[src/design/aes_block_cipher_top_defines.svh]
// Assertion macros shared by the AES block cipher RTL.
`ifndef AES_BLOCK_CIPHER_TOP_DEFINES_SVH
`define AES_BLOCK_CIPHER_TOP_DEFINES_SVH

// Same-cycle implication, sampled on clk, off during reset.
`define AES_ASSERT_NOW(label, ante, cons) \
    label: assert property (@(posedge clk) disable iff (!rst_n) (ante) |-> (cons)) \
        else $error("aes: same-cycle check failed");

// Next-cycle implication, sampled on clk, off during reset.
`define AES_ASSERT_NEXT(label, ante, cons) \
    label: assert property (@(posedge clk) disable iff (!rst_n) (ante) |=> (cons)) \
        else $error("aes: next-cycle check failed");

`endif

[src/design/aes_ram.sv]
`default_nettype none

// Simple dual-port RAM, one write and one registered read port
module aes_ram #(
    parameter int WIDTH = 128,
    parameter int DEPTH = 15
) (
    input  wire logic                     clk,
    input  wire logic                     we,
    input  wire logic [$clog2(DEPTH)-1:0] waddr,
    input  wire logic [WIDTH-1:0]         wdata,
    input  wire logic                     re,
    input  wire logic [$clog2(DEPTH)-1:0] raddr,
    output logic      [WIDTH-1:0]         rdata
);

    logic [WIDTH-1:0] mem [DEPTH];

    always_ff @(posedge clk)
    begin
        if (we)
        begin
            mem[waddr] <= wdata;
        end
        if (re)
        begin
            rdata <= mem[raddr];
        end
    end

endmodule

`default_nettype wire

[config.mk]
export PLATFORM = sky130hd
export DESIGN_NAME = aes_ram
export DESIGN_NICKNAME = d
export VERILOG_FILES = /design/src/design/aes_block_cipher_top_defines.svh /design/src/design/aes_ram.sv
export SDC_FILE = /design/constraint.sdc
export NUM_CORES = 2
export LEC_CHECK = 0
export BUFFER_PORTS_ARGS = -buffer_cell sky130_fd_sc_hd__buf_2
export CORE_ASPECT_RATIO = 0.6
export CORE_MARGIN = 2
export CORE_UTILIZATION = 60
export CTS_BUF_LIST = sky130_fd_sc_hd__clkbuf_2
export CTS_CLUSTER_SIZE = 8
export DETAILED_ROUTE_END_ITERATION = 7
export GPL_TIMING_DRIVEN = 0
export HOLD_SLACK_MARGIN = 0.05
export PLACE_DENSITY = 0.77
export SYNTH_ARGS = -nofsm -noshare
export SYNTH_HDL_FRONTEND = slang
export SYNTH_SLANG_ARGS = --single-unit
[constraint.sdc]
create_clock -name clk -period 13.5 [get_ports clk]
set_clock_uncertainty 0.05 [all_clocks]
set_input_delay 2.7 -clock clk [delete_from_list [all_inputs] [get_ports clk]]
set_output_delay 2.7 -clock clk [all_outputs]
set_load 0.1 [all_outputs]
==> impl_results.md <==
* Wirelength, routed at 188000 um
* Period minus WS final at between 5000 and 6000 ps
* Status: finished, final reports clean
* Yosys Warn Count at 0
* Max-cap violations at 0
* Synth Instances at 3682
* Critical path launch point type: register
* WP buf/inv at 1
* Pin count of the biggest net entering global routing at 71
* CTS tree: built
* Worst Path Required at 10750 ps
* Combinational family with the most area after synthesis: multiplexers
* Power density cells at roughly 140 nW/um^2
* CTS Buf Count at approximately 450
* Final period utilization at around two fifths
* Biggest cell delay along the critical path at 500 ps
* Slowest library cell on the worst path: edfxtp_1
* Critical Path End Type: primary output
* CTS H-tree depth at 5
* Resized cells post-CTS at 0
* Mux share of post-synthesis cell area at 12.5%
* Most common cell after layout, fill and taps aside: edfxtp_1
* Num rows at 101
* Commonest non-fill, non-tap cells in the layout: 2048 x edfxtp_1, 676 x clkbuf_2, 360 x mux2i_1
* Global Route Usage Sum at 28.8%
* DRC at 0
* Max clock buf depth at 4
* Syn-to-layout area delta at 12.3%
* Slew Viols, Final at 0
* Adder-Cell Fraction of Synth Area at 0%
* Final net count at approximately 4700
* Net count after synthesis at roughly 3800
* Pleak at 29.5 nW
* Post-Synth XOR/XNOR Area at 0%
* Hold Buf Count CTS at 0
* RSZ-0062 raised after global routing: false
* Total number of vias at 40900
* Simple-gate share of the synthesized area at 1.88%
* Per-cell routed wire length at between 20 and 30 um
* Vias in the first global route at 41000
* Clock Sinks at a little over 2000
* Synth cell types at 30
* First-pass GRT wire length at 271000 um
* Core Area at 127000 um^2
* Final count of hold timing violations at 0
* Mean area per synthesized cell at roughly 21 um^2
* Worst path top cell family by delay: flip-flops
* CTS clk-pin slew, worst paths at 110 ps
* Hpwl dp at between 100000 and 150000 um
* Buffers added on ports at 264
* Initial Util at 60.6%
* Final setup violation count at 0
* Share of cells above drive strength 1 at a little under a third
* WP data arrival at 2760 ps
* Slew Limit Headroom at between 5 and 6%
* Max Clk Rate at 0.181 GHz
* Filler instances at between 7000 and 8000
* Mapped cell area at 76900 um^2
* Crit-path cells: buf_2
* Initial antenna violation count at 29
* Peak supply drop at 0.104 mV
* RePlAce Congestion at between 0.7 and 0.8
* Hold WS at 613 ps
* Grt total ovfl at 0
* Via density at 6.25
* Worst-path fanout max at 1
* ANT nets after route at 0
* Die area at about 130000 um^2
* Final Util at 68.1%
* DR pass1 iterations at 6
* Seq/Total Area, Yosys at around four fifths
* Chip height at 281 um
* Actual slew at the worst max-slew pin at 1420 ps
* CP Class: register to primary output
* Synth Area in Compound Gates at between 4 and 5%
* Skew-Pair Late Insertion Delay at 1740 ps
* Seq cells post-synth at 2048
* Setup Fix Bufs, Post-CTS at 0
* Root buffer cell: clkbuf_2
* Die Span X at 466 um
* Iter 0 DRT Violations at 5818
* Tightest Hold Check Type: register to register
* IO Pins at 267
[final cells by class]
| cell class | instances | area [um^2] | area share, % |
|---|---|---|---|
| Antenna cell | 20 | 50.0 | 0.0579 |
| Buffer | 207 | 1200 | 1.39 |
| Clock buffer | 676 | 3380 | 3.91 |
| Clock inverter | 63 | 304 | 0.352 |
| Inverter | 3 | 11.3 | 0.0130 |
| Multi-Input combinational cell | 1424 | 14300 | 16.6 |
| Sequential cell | 2048 | 61500 | 71.2 |
| Tap cell | 1699 | 2130 | 2.46 |
| Timing Repair Buffer | 397 | 3530 | 4.08 |
[synth_stat cells, drive strengths merged]
master	instances	share of area, %
buf	138	1.2
o211ai	12	0.12
nand3b	2	0.020
nor2	32	0.16
o21ai	116	0.75
nand2b	122	0.99
nand3	1	0.0065
a31oi	116	0.94
and2b	1	0.0098
o22ai	116	0.94
or3b	1	0.011
clkinv	1	0.0049
clkbuf	69	0.34
or2	2	0.016
inv	2	0.0097
mux4	268	7.8
nor3	4	0.026
nand2	130	0.63
mux2i	360	4.7
a21oi	12	0.078
nor2b	1	0.0081
a22oi	128	1.2
edfxtp	2048	80
[path summary, 6_finish.rpt]
check             cells past startpoint   startpoint  slack (ps)          to
setup / recovery                      1   rdata[120]        7990  rdata[120]
hold / removal                        3  mem[14][29]         610   rdata[29]
setup reg to reg                      3   mem[7][45]       11730   rdata[45]
hold reg to reg                       3  mem[14][29]         610   rdata[29]
[logic make-up (layout without fill, tap and decap cells)]
logic type,Yosys count,after routing
flops,2048,2048
mux,628,628
compound gates,500,500
simple gates,296,296
buf+inv,210,1346
other cells,0,20
[layer usage]
layer  global-route usage [%]  vias to the layer above  part of all wire, %
met2                     42.8                     2740                   46
met5                        0                        -                0.028
met4                     11.6                        8                  3.2
met3                     6.97                      367                   11
li1                         -                    17100                    -
met1                     41.9                    20600                   39
[stage by stage]
stage / area [um^2] / TNS [ps] / std cells / setup slack (ps) / total power, W
detailed placement: 82700 / 0 / 5777 / 7730 / 0.00829
global placement: 80400 / -6139690 / 5645 / -8970 / 0.00827
floorplan: 76900 / 0 / 3682 / 823 / 0.00794
global route: 86400 / 0 / 6529 / 7940 / 0.0122
finish: 86400 / 0 / 6537 / 7990 / 0.0118
CTS: 86400 / 0 / 6516 / 7830 / 0.0118
[sequential cells by signal, indices dropped and copies added, names as in the netlist]
register	flops
mem	1920
rdata	128
[where the power goes]
part           total [W]  switching, W  leakage (nW)  internal [W]
sequential       0.00719     0.0000414          18.6       0.00715
clock            0.00362       0.00228          2.95       0.00134
combinational   0.000954      0.000692          7.95      0.000261
(Power assumes the default switching activity.)
