**config.mk**
```make
export PLATFORM = sky130hd
export DESIGN_NAME = aes_key_expand
export DESIGN_NICKNAME = d
export VERILOG_FILES = /design/src/design/aes_block_cipher_top_defines.svh /design/src/design/aes_pkg.sv /design/src/design/aes_key_expand.sv
export SDC_FILE = /design/constraint.sdc
export NUM_CORES = 2
export LEC_CHECK = 0
export BUFFER_PORTS_ARGS = -buffer_cell sky130_fd_sc_hd__buf_2
export CAP_MARGIN = 5
export CORE_AREA = 5 5 306 308
export DETAILED_ROUTE_END_ITERATION = 8
export DIE_AREA = 0 0 311 313
export GPL_TIMING_DRIVEN = 1
export PLACE_DENSITY = 0.51
export SLEW_MARGIN = 20
export SYNTH_ARGS = -nofsm -noshare
export SYNTH_HDL_FRONTEND = slang
export SYNTH_SLANG_ARGS = --single-unit
```
**constraint.sdc**
```tcl
create_clock -name vclk -period 5.5
set_input_delay 0.275 -clock vclk [all_inputs]
set_output_delay 0.275 -clock vclk [all_outputs]
set_load 0.1 [all_outputs]
```
**src/design/aes_block_cipher_top_defines.svh**
```systemverilog
// Assertion macros shared by the AES block cipher RTL.
`ifndef AES_BLOCK_CIPHER_TOP_DEFINES_SVH
`define AES_BLOCK_CIPHER_TOP_DEFINES_SVH

// Same-cycle implication, sampled on clk, off during reset.
`define AES_ASSERT_NOW(label, ante, cons) \
    label: assert property (@(posedge clk) disable iff (!rst_n) (ante) |-> (cons)) \
        else $error("aes: same-cycle check failed");

// Next-cycle implication, sampled on clk, off during reset.
`define AES_ASSERT_NEXT(label, ante, cons) \
    label: assert property (@(posedge clk) disable iff (!rst_n) (ante) |=> (cons)) \
        else $error("aes: next-cycle check failed");

`endif

```
**src/design/aes_pkg.sv**
```systemverilog
`default_nettype none

package aes_pkg;

    localparam int MAX_ROUNDS = 14;
    localparam int KEY_ROWS   = MAX_ROUNDS + 1;
    localparam int ROW_W      = $clog2(KEY_ROWS + 1);
    localparam int BLOCK_W    = 128;

    localparam logic [ROW_W-1:0] ROUNDS_128 = ROW_W'(10);
    localparam logic [ROW_W-1:0] ROUNDS_256 = ROW_W'(14);

    // Configuration register indexes
    localparam int CFG_IDX_W = 3;
    localparam logic [CFG_IDX_W-1:0] CFG_KEY_IS_256 = 3'd0;
    localparam logic [CFG_IDX_W-1:0] CFG_KEY_WORD_0 = 3'd1;
    localparam logic [CFG_IDX_W-1:0] CFG_KEY_WORD_1 = 3'd2;
    localparam logic [CFG_IDX_W-1:0] CFG_KEY_WORD_2 = 3'd3;
    localparam logic [CFG_IDX_W-1:0] CFG_KEY_WORD_3 = 3'd4;

    localparam logic [7:0] RCON_INIT = 8'h01;
    localparam logic [7:0] GF_POLY   = 8'h1b;

    typedef struct packed {
        logic        req_type;
        logic [63:0] block_hi;
        logic [63:0] block_lo;
    } in_item_t;

    typedef struct packed {
        logic [63:0] result_hi;
        logic [63:0] result_lo;
    } out_item_t;

    typedef enum logic [2:0] {
        ST_IDLE,
        ST_EXPAND,
        ST_PRIME,
        ST_ADD0,
        ST_ROUND,
        ST_FINISH
    } state_t;

    // Control into the key expansion datapath
    typedef struct packed {
        logic             key_is_256;
        logic [ROW_W-1:0] row;
        logic [ROW_W-1:0] rounds;
        logic [7:0]       rcon;
    } exp_ctl_t;

    // Control into the round datapath
    typedef struct packed {
        logic decrypt;
        logic initial_add;
        logic final_round;
    } round_ctl_t;

    localparam logic [7:0] SBOX [256] = '{
        8'h63,8'h7c,8'h77,8'h7b,8'hf2,8'h6b,8'h6f,8'hc5,8'h30,8'h01,8'h67,8'h2b,8'hfe,8'hd7,8'hab,8'h76,
        8'hca,8'h82,8'hc9,8'h7d,8'hfa,8'h59,8'h47,8'hf0,8'had,8'hd4,8'ha2,8'haf,8'h9c,8'ha4,8'h72,8'hc0,
        8'hb7,8'hfd,8'h93,8'h26,8'h36,8'h3f,8'hf7,8'hcc,8'h34,8'ha5,8'he5,8'hf1,8'h71,8'hd8,8'h31,8'h15,
        8'h04,8'hc7,8'h23,8'hc3,8'h18,8'h96,8'h05,8'h9a,8'h07,8'h12,8'h80,8'he2,8'heb,8'h27,8'hb2,8'h75,
        8'h09,8'h83,8'h2c,8'h1a,8'h1b,8'h6e,8'h5a,8'ha0,8'h52,8'h3b,8'hd6,8'hb3,8'h29,8'he3,8'h2f,8'h84,
        8'h53,8'hd1,8'h00,8'hed,8'h20,8'hfc,8'hb1,8'h5b,8'h6a,8'hcb,8'hbe,8'h39,8'h4a,8'h4c,8'h58,8'hcf,
        8'hd0,8'hef,8'haa,8'hfb,8'h43,8'h4d,8'h33,8'h85,8'h45,8'hf9,8'h02,8'h7f,8'h50,8'h3c,8'h9f,8'ha8,
        8'h51,8'ha3,8'h40,8'h8f,8'h92,8'h9d,8'h38,8'hf5,8'hbc,8'hb6,8'hda,8'h21,8'h10,8'hff,8'hf3,8'hd2,
        8'hcd,8'h0c,8'h13,8'hec,8'h5f,8'h97,8'h44,8'h17,8'hc4,8'ha7,8'h7e,8'h3d,8'h64,8'h5d,8'h19,8'h73,
        8'h60,8'h81,8'h4f,8'hdc,8'h22,8'h2a,8'h90,8'h88,8'h46,8'hee,8'hb8,8'h14,8'hde,8'h5e,8'h0b,8'hdb,
        8'he0,8'h32,8'h3a,8'h0a,8'h49,8'h06,8'h24,8'h5c,8'hc2,8'hd3,8'hac,8'h62,8'h91,8'h95,8'he4,8'h79,
        8'he7,8'hc8,8'h37,8'h6d,8'h8d,8'hd5,8'h4e,8'ha9,8'h6c,8'h56,8'hf4,8'hea,8'h65,8'h7a,8'hae,8'h08,
        8'hba,8'h78,8'h25,8'h2e,8'h1c,8'ha6,8'hb4,8'hc6,8'he8,8'hdd,8'h74,8'h1f,8'h4b,8'hbd,8'h8b,8'h8a,
        8'h70,8'h3e,8'hb5,8'h66,8'h48,8'h03,8'hf6,8'h0e,8'h61,8'h35,8'h57,8'hb9,8'h86,8'hc1,8'h1d,8'h9e,
        8'he1,8'hf8,8'h98,8'h11,8'h69,8'hd9,8'h8e,8'h94,8'h9b,8'h1e,8'h87,8'he9,8'hce,8'h55,8'h28,8'hdf,
        8'h8c,8'ha1,8'h89,8'h0d,8'hbf,8'he6,8'h42,8'h68,8'h41,8'h99,8'h2d,8'h0f,8'hb0,8'h54,8'hbb,8'h16
    };

    localparam logic [7:0] INV_SBOX [256] = '{
        8'h52,8'h09,8'h6a,8'hd5,8'h30,8'h36,8'ha5,8'h38,8'hbf,8'h40,8'ha3,8'h9e,8'h81,8'hf3,8'hd7,8'hfb,
        8'h7c,8'he3,8'h39,8'h82,8'h9b,8'h2f,8'hff,8'h87,8'h34,8'h8e,8'h43,8'h44,8'hc4,8'hde,8'he9,8'hcb,
        8'h54,8'h7b,8'h94,8'h32,8'ha6,8'hc2,8'h23,8'h3d,8'hee,8'h4c,8'h95,8'h0b,8'h42,8'hfa,8'hc3,8'h4e,
        8'h08,8'h2e,8'ha1,8'h66,8'h28,8'hd9,8'h24,8'hb2,8'h76,8'h5b,8'ha2,8'h49,8'h6d,8'h8b,8'hd1,8'h25,
        8'h72,8'hf8,8'hf6,8'h64,8'h86,8'h68,8'h98,8'h16,8'hd4,8'ha4,8'h5c,8'hcc,8'h5d,8'h65,8'hb6,8'h92,
        8'h6c,8'h70,8'h48,8'h50,8'hfd,8'hed,8'hb9,8'hda,8'h5e,8'h15,8'h46,8'h57,8'ha7,8'h8d,8'h9d,8'h84,
        8'h90,8'hd8,8'hab,8'h00,8'h8c,8'hbc,8'hd3,8'h0a,8'hf7,8'he4,8'h58,8'h05,8'hb8,8'hb3,8'h45,8'h06,
        8'hd0,8'h2c,8'h1e,8'h8f,8'hca,8'h3f,8'h0f,8'h02,8'hc1,8'haf,8'hbd,8'h03,8'h01,8'h13,8'h8a,8'h6b,
        8'h3a,8'h91,8'h11,8'h41,8'h4f,8'h67,8'hdc,8'hea,8'h97,8'hf2,8'hcf,8'hce,8'hf0,8'hb4,8'he6,8'h73,
        8'h96,8'hac,8'h74,8'h22,8'he7,8'had,8'h35,8'h85,8'he2,8'hf9,8'h37,8'he8,8'h1c,8'h75,8'hdf,8'h6e,
        8'h47,8'hf1,8'h1a,8'h71,8'h1d,8'h29,8'hc5,8'h89,8'h6f,8'hb7,8'h62,8'h0e,8'haa,8'h18,8'hbe,8'h1b,
        8'hfc,8'h56,8'h3e,8'h4b,8'hc6,8'hd2,8'h79,8'h20,8'h9a,8'hdb,8'hc0,8'hfe,8'h78,8'hcd,8'h5a,8'hf4,
        8'h1f,8'hdd,8'ha8,8'h33,8'h88,8'h07,8'hc7,8'h31,8'hb1,8'h12,8'h10,8'h59,8'h27,8'h80,8'hec,8'h5f,
        8'h60,8'h51,8'h7f,8'ha9,8'h19,8'hb5,8'h4a,8'h0d,8'h2d,8'he5,8'h7a,8'h9f,8'h93,8'hc9,8'h9c,8'hef,
        8'ha0,8'he0,8'h3b,8'h4d,8'hae,8'h2a,8'hf5,8'hb0,8'hc8,8'heb,8'hbb,8'h3c,8'h83,8'h53,8'h99,8'h61,
        8'h17,8'h2b,8'h04,8'h7e,8'hba,8'h77,8'hd6,8'h26,8'he1,8'h69,8'h14,8'h63,8'h55,8'h21,8'h0c,8'h7d
    };

    // Multiply by x in GF(2^8)
    function automatic logic [7:0] xt(input logic [7:0] v);
        return {v[6:0], 1'b0} ^ (v[7] ? GF_POLY : 8'h00);
    endfunction

    function automatic logic [31:0] sub_word(input logic [31:0] w);
        return {SBOX[w[31:24]], SBOX[w[23:16]], SBOX[w[15:8]], SBOX[w[7:0]]};
    endfunction

    // MixColumns on one column, byte 0 in the top bits
    function automatic logic [31:0] mix_col(input logic [31:0] w);
        logic [7:0] a0, a1, a2, a3;
        a0 = w[31:24];
        a1 = w[23:16];
        a2 = w[15:8];
        a3 = w[7:0];
        return {xt(a0) ^ xt(a1) ^ a1 ^ a2 ^ a3,
                a0 ^ xt(a1) ^ xt(a2) ^ a2 ^ a3,
                a0 ^ a1 ^ xt(a2) ^ xt(a3) ^ a3,
                xt(a0) ^ a0 ^ a1 ^ a2 ^ xt(a3)};
    endfunction

    // InvMixColumns on one column; 9, 11, 13, 14 built from x2, x4, x8
    function automatic logic [31:0] inv_mix_col(input logic [31:0] w);
        logic [7:0] a [4];
        logic [7:0] m9 [4];
        logic [7:0] m11 [4];
        logic [7:0] m13 [4];
        logic [7:0] m14 [4];
        logic [7:0] x2, x4, x8;
        for (int i = 0; i < 4; i++)
        begin
            a[i]   = w[31-8*i -: 8];
            x2     = xt(a[i]);
            x4     = xt(x2);
            x8     = xt(x4);
            m9[i]  = x8 ^ a[i];
            m11[i] = x8 ^ x2 ^ a[i];
            m13[i] = x8 ^ x4 ^ a[i];
            m14[i] = x8 ^ x4 ^ x2;
        end
        return {m14[0] ^ m11[1] ^ m13[2] ^ m9[3],
                m9[0] ^ m14[1] ^ m11[2] ^ m13[3],
                m13[0] ^ m9[1] ^ m14[2] ^ m11[3],
                m11[0] ^ m13[1] ^ m9[2] ^ m14[3]};
    endfunction

endpackage

`default_nettype wire

```
**src/design/aes_key_expand.sv**
```systemverilog
`default_nettype none

// One round-key row per cycle, plus the inverse-cipher form of the row before
module aes_key_expand (
    input  wire aes_pkg::exp_ctl_t  ctl,
    input  wire logic [255:0]       key,
    input  wire logic [127:0]       prev,
    input  wire logic [127:0]       prev2,
    output logic      [127:0]       enc_row,
    output logic      [127:0]       dec_row,
    output logic      [7:0]         rcon_next
);

    import aes_pkg::*;

    logic        use_rot;
    logic        from_key;
    logic [31:0] t_word;
    logic [31:0] w0, w1, w2, w3;
    logic [127:0] base;

    // Transform of the last word, then the xor chain across the row
    always_comb
    begin
        from_key = (ctl.row == '0) || (ctl.key_is_256 && ctl.row == ROW_W'(1));
        use_rot  = !ctl.key_is_256 || !ctl.row[0];
        base     = ctl.key_is_256 ? prev2 : prev;
        if (use_rot)
        begin
            t_word = sub_word({prev[23:0], prev[31:24]}) ^ {ctl.rcon, 24'h000000};
        end
        else
        begin
            t_word = sub_word(prev[31:0]);
        end
        w0 = base[127:96] ^ t_word;
        w1 = base[95:64] ^ w0;
        w2 = base[63:32] ^ w1;
        w3 = base[31:0] ^ w2;
        if (ctl.row == '0)
        begin
            enc_row = key[255:128];
        end
        else if (from_key)
        begin
            enc_row = key[127:0];
        end
        else
        begin
            enc_row = {w0, w1, w2, w3};
        end
        rcon_next = (!from_key && use_rot) ? xt(ctl.rcon) : ctl.rcon;
    end

    // Middle rows of the inverse schedule go through InvMixColumns
    always_comb
    begin
        if (ctl.row >= ROW_W'(2) && ctl.row <= ctl.rounds)
        begin
            dec_row = {inv_mix_col(prev[127:96]), inv_mix_col(prev[95:64]),
                       inv_mix_col(prev[63:32]), inv_mix_col(prev[31:0])};
        end
        else
        begin
            dec_row = prev;
        end
    end

endmodule

`default_nettype wire

```
==> flow_summary.yaml <==
status:
  status: "finished clean"
route:
  routed_wl_um: 242000
  avgViaCountPerCell: 6.47
  wl_per_cell_um: 39.2
  dr_total_vias: 39895
  ant_nets: 0
  first_iter_violations: 6511
  dr.pass1.iters: 8
  drcViolationCount: 0
synth:
  netlist_instances: 4289
  synth_area_leaders: "xnor2_1 23%, xor2_1 7.6%, o21ai_0 7.0%"
  yosysSeqAreaShare_pct: 0
  synth_area_leader_cell: "xnor2_1"
  syn_avg_cell_area_um2: 6.91
  syn_area_mm2: 0.0296
  synth.distinct_cells: 95
  syn_nets: 4882
  yosys_warnings: 0
  synth.top_cell.area_share_pct: 23.2
hold_path:
  hold_path.class: "primary input to output pin"
  hold_path_end: "enc_row[22]"
  hold_path_depth: 3
  worstHoldStart: "key[150]"
die:
  dieArea_mm2: 0.0973
  die_h_um: 313
  initial_core_util_pct: 32.6
  coreArea_mm2: 0.0908
  ios: 793
  fp-row-count: 111
  die_width_um: 311
layout:
  fill_cells: 9765
  drive_above_1_share_pct: 26.0
  final_nets: 5524
  postLayoutCellArea_mm2: 0.0374
  seq_area_um2: 0
  area_growth_pct: 26.2
  instances_no_fill: 6170
  seq_cells: 0
  clkbuf_count: 0
  multiInputGateArea_mm2: 0.0274
sta:
  tightestPinTransition_ps: 1290
  rsz0062_at_grt: "false"
  clock.fmax_ghz: 0.185
  post-route-period-util_pct: 98.3
  hold_violations: 0
  setup_viol: 0
  slew_viol_final: 0
  finalSetupTns_ps: 0
  period_needed_ps: 5410
  fin_ws_ps: 92.4
  max_slew_margin_pct: 13.4
critical_path:
  cp-end-kind: "output pin"
  worstPathRequired_ps: 5220
  cp-start-kind: "primary input"
  crit_type: "primary input to output pin"
  cp_max_fo: 13
  critical_path_arrival_ps: 5130
  crit_start: "prev[17]"
pwr:
  p_switching_w: 0.0104
  power.total_w: 0.0144
  intPower_w: 0.00394
  p_per_area_mw_per_mm2: 385
  vdd_ir_drop_max_mv: 0.419
  p_comb_share_pct: 100.0
  p_leak_nw: 14.7
  power_frac_clock_pct: 0
  pwr-share-seq_pct: 0
  swShare_pct: 72.6
grt:
  grt_use_total_pct: 46.5
  grt_max_degree: 150
  grt-ovfl-total: 0
  antenna_found_initial: 69
  grt_pass1_wl_um: 324000
  grt_pass1_vias: 36950
clocking:
  cts_hold_buf: 0
placement:
  placed_cells: 6114
  pre_cts_slack_ps: 126
  place_area_mm2: 0.0372
  hpwl_um: 199000
  portBuffers: 793
  finalWeightedCongestion: 1.15
run:
  maxCapViolations: 0
## final cells by class
type,instances,area share (%)
antenna,55,0.368
inverter,49,0.492
multi-input combinational,3763,73.2
tap,1186,3.97
timing repair buffer,1117,21.9
## per-layer routing
metal  up-vias  share of wire [%]  wire length [um]  GRT usage (%)
li1      16770                  -                 -              -
met1     19479                 38             92800           59.0
met2      3008                 40             97100           66.0
met3       620                 13             31400           16.9
met4        18                8.4             20300           30.0
met5         -              0.048               115              0
## cells by family (layout without fill, tap and decap cells)
group / Yosys count / in the layout / share of synthesized area [%]
AND/OR/NAND/NOR: 1134 / 1134 / 18.9
buffers and inverters: 526 / 1166 / 8.01
multiplexers: 191 / 191 / 8.62
AO/OA/AOI/OAI: 1314 / 1314 / 29.6
adder cells (fa/ha/maj): 64 / 64 / 2.70
other: 0 / 55 / 0
XOR/XNOR: 1060 / 1060 / 32.1
## layout by cell type, fill, tap and decap left out, types with 30 or more instances in the layout
cell type  instances
o21ai_0          377
o211ai_1          64
or3_1             34
nor3_1           100
nand3_1           92
nor2_1           175
inv_1             42
nor2b_1           87
buf_4            318
o21ai_1           43
diode_2           55
o221ai_1          31
ha_1              63
buf_12           120
a31oi_1           57
nand2b_1         100
and2_1            36
a311oi_1          46
mux2i_1          107
o311ai_0          30
a22oi_1          103
xor2_1           257
mux4_2            48
buf_2            677
nand2_1          361
mux2_2            33
a21oi_1          187
a211oi_1          60
xnor2_1          786
## Yosys cell counts (17+ instances only)
| cell type | n |
|---|---|
| mux4_2 | 48 |
| a211o_1 | 17 |
| and2_1 | 36 |
| clkbuf_1 | 282 |
| or3_1 | 34 |
| nor2b_1 | 89 |
| o221ai_1 | 31 |
| a311oi_1 | 47 |
| a21oi_1 | 187 |
| nand2b_1 | 100 |
| buf_1 | 47 |
| a31oi_1 | 57 |
| nand3_1 | 92 |
| o21a_1 | 18 |
| mux2i_1 | 110 |
| nor3_1 | 101 |
| and3_1 | 22 |
| o311ai_0 | 33 |
| mux2_2 | 33 |
| a22oi_1 | 103 |
| xor2_1 | 258 |
| o211ai_1 | 64 |
| nor2_1 | 179 |
| inv_1 | 42 |
| buf_2 | 97 |
| a2111oi_0 | 17 |
| nor3b_1 | 21 |
| nand2_1 | 364 |
| a21o_1 | 19 |
| ha_1 | 64 |
| a211oi_1 | 63 |
| or2_2 | 26 |
| o31ai_1 | 29 |
| o22ai_1 | 26 |
| buf_4 | 33 |
| xnor2_1 | 786 |
| o21ai_0 | 417 |
## stage by stage
stage | util [%] | hold WS, ps
global placement | 41.0 | 963
finish | 41.2 | 963
detailed placement | 41.0 | 961
floorplan | - | 866
global route | 41.1 | 973
CTS | 41.0 | 962
## repair_timing
action,CTS,global route
setup endpoints to repair,0,1
buffers inserted,0,0
gates resized for setup,0,4
## critical path: stages
cell and delay, ps:
buf_2 340, inv_1 170, ha_1 500, nor2b_2 370, nor3_1 90, o311a_1 290, o31ai_1 300, o311ai_2 320
buf_4 250, and3_1 170, or4_1 680, xor2_1 330, xnor3_1 390, a221o_1 330, buf_2 300
## worst max-delay path by stage
stage	end	slack [ps]
after detailed placement	enc_row[21]	130
final	enc_row[21]	90
after global placement	enc_row[21]	-30
after CTS	enc_row[21]	110
after floorplan	enc_row[42]	4
after global routing	enc_row[21]	50
## power groups by stage
stage               Combinational [W]  Sequential [W]       Clock (W)
global route                   0.0147               0  0.000000000589
floorplan                     0.00972               0               0
CTS                            0.0141               0               0
detailed placement             0.0141               0               0
global placement               0.0141               0               0
finish                         0.0144               0  0.000000000287
Power figures use the tool's default switching activity.
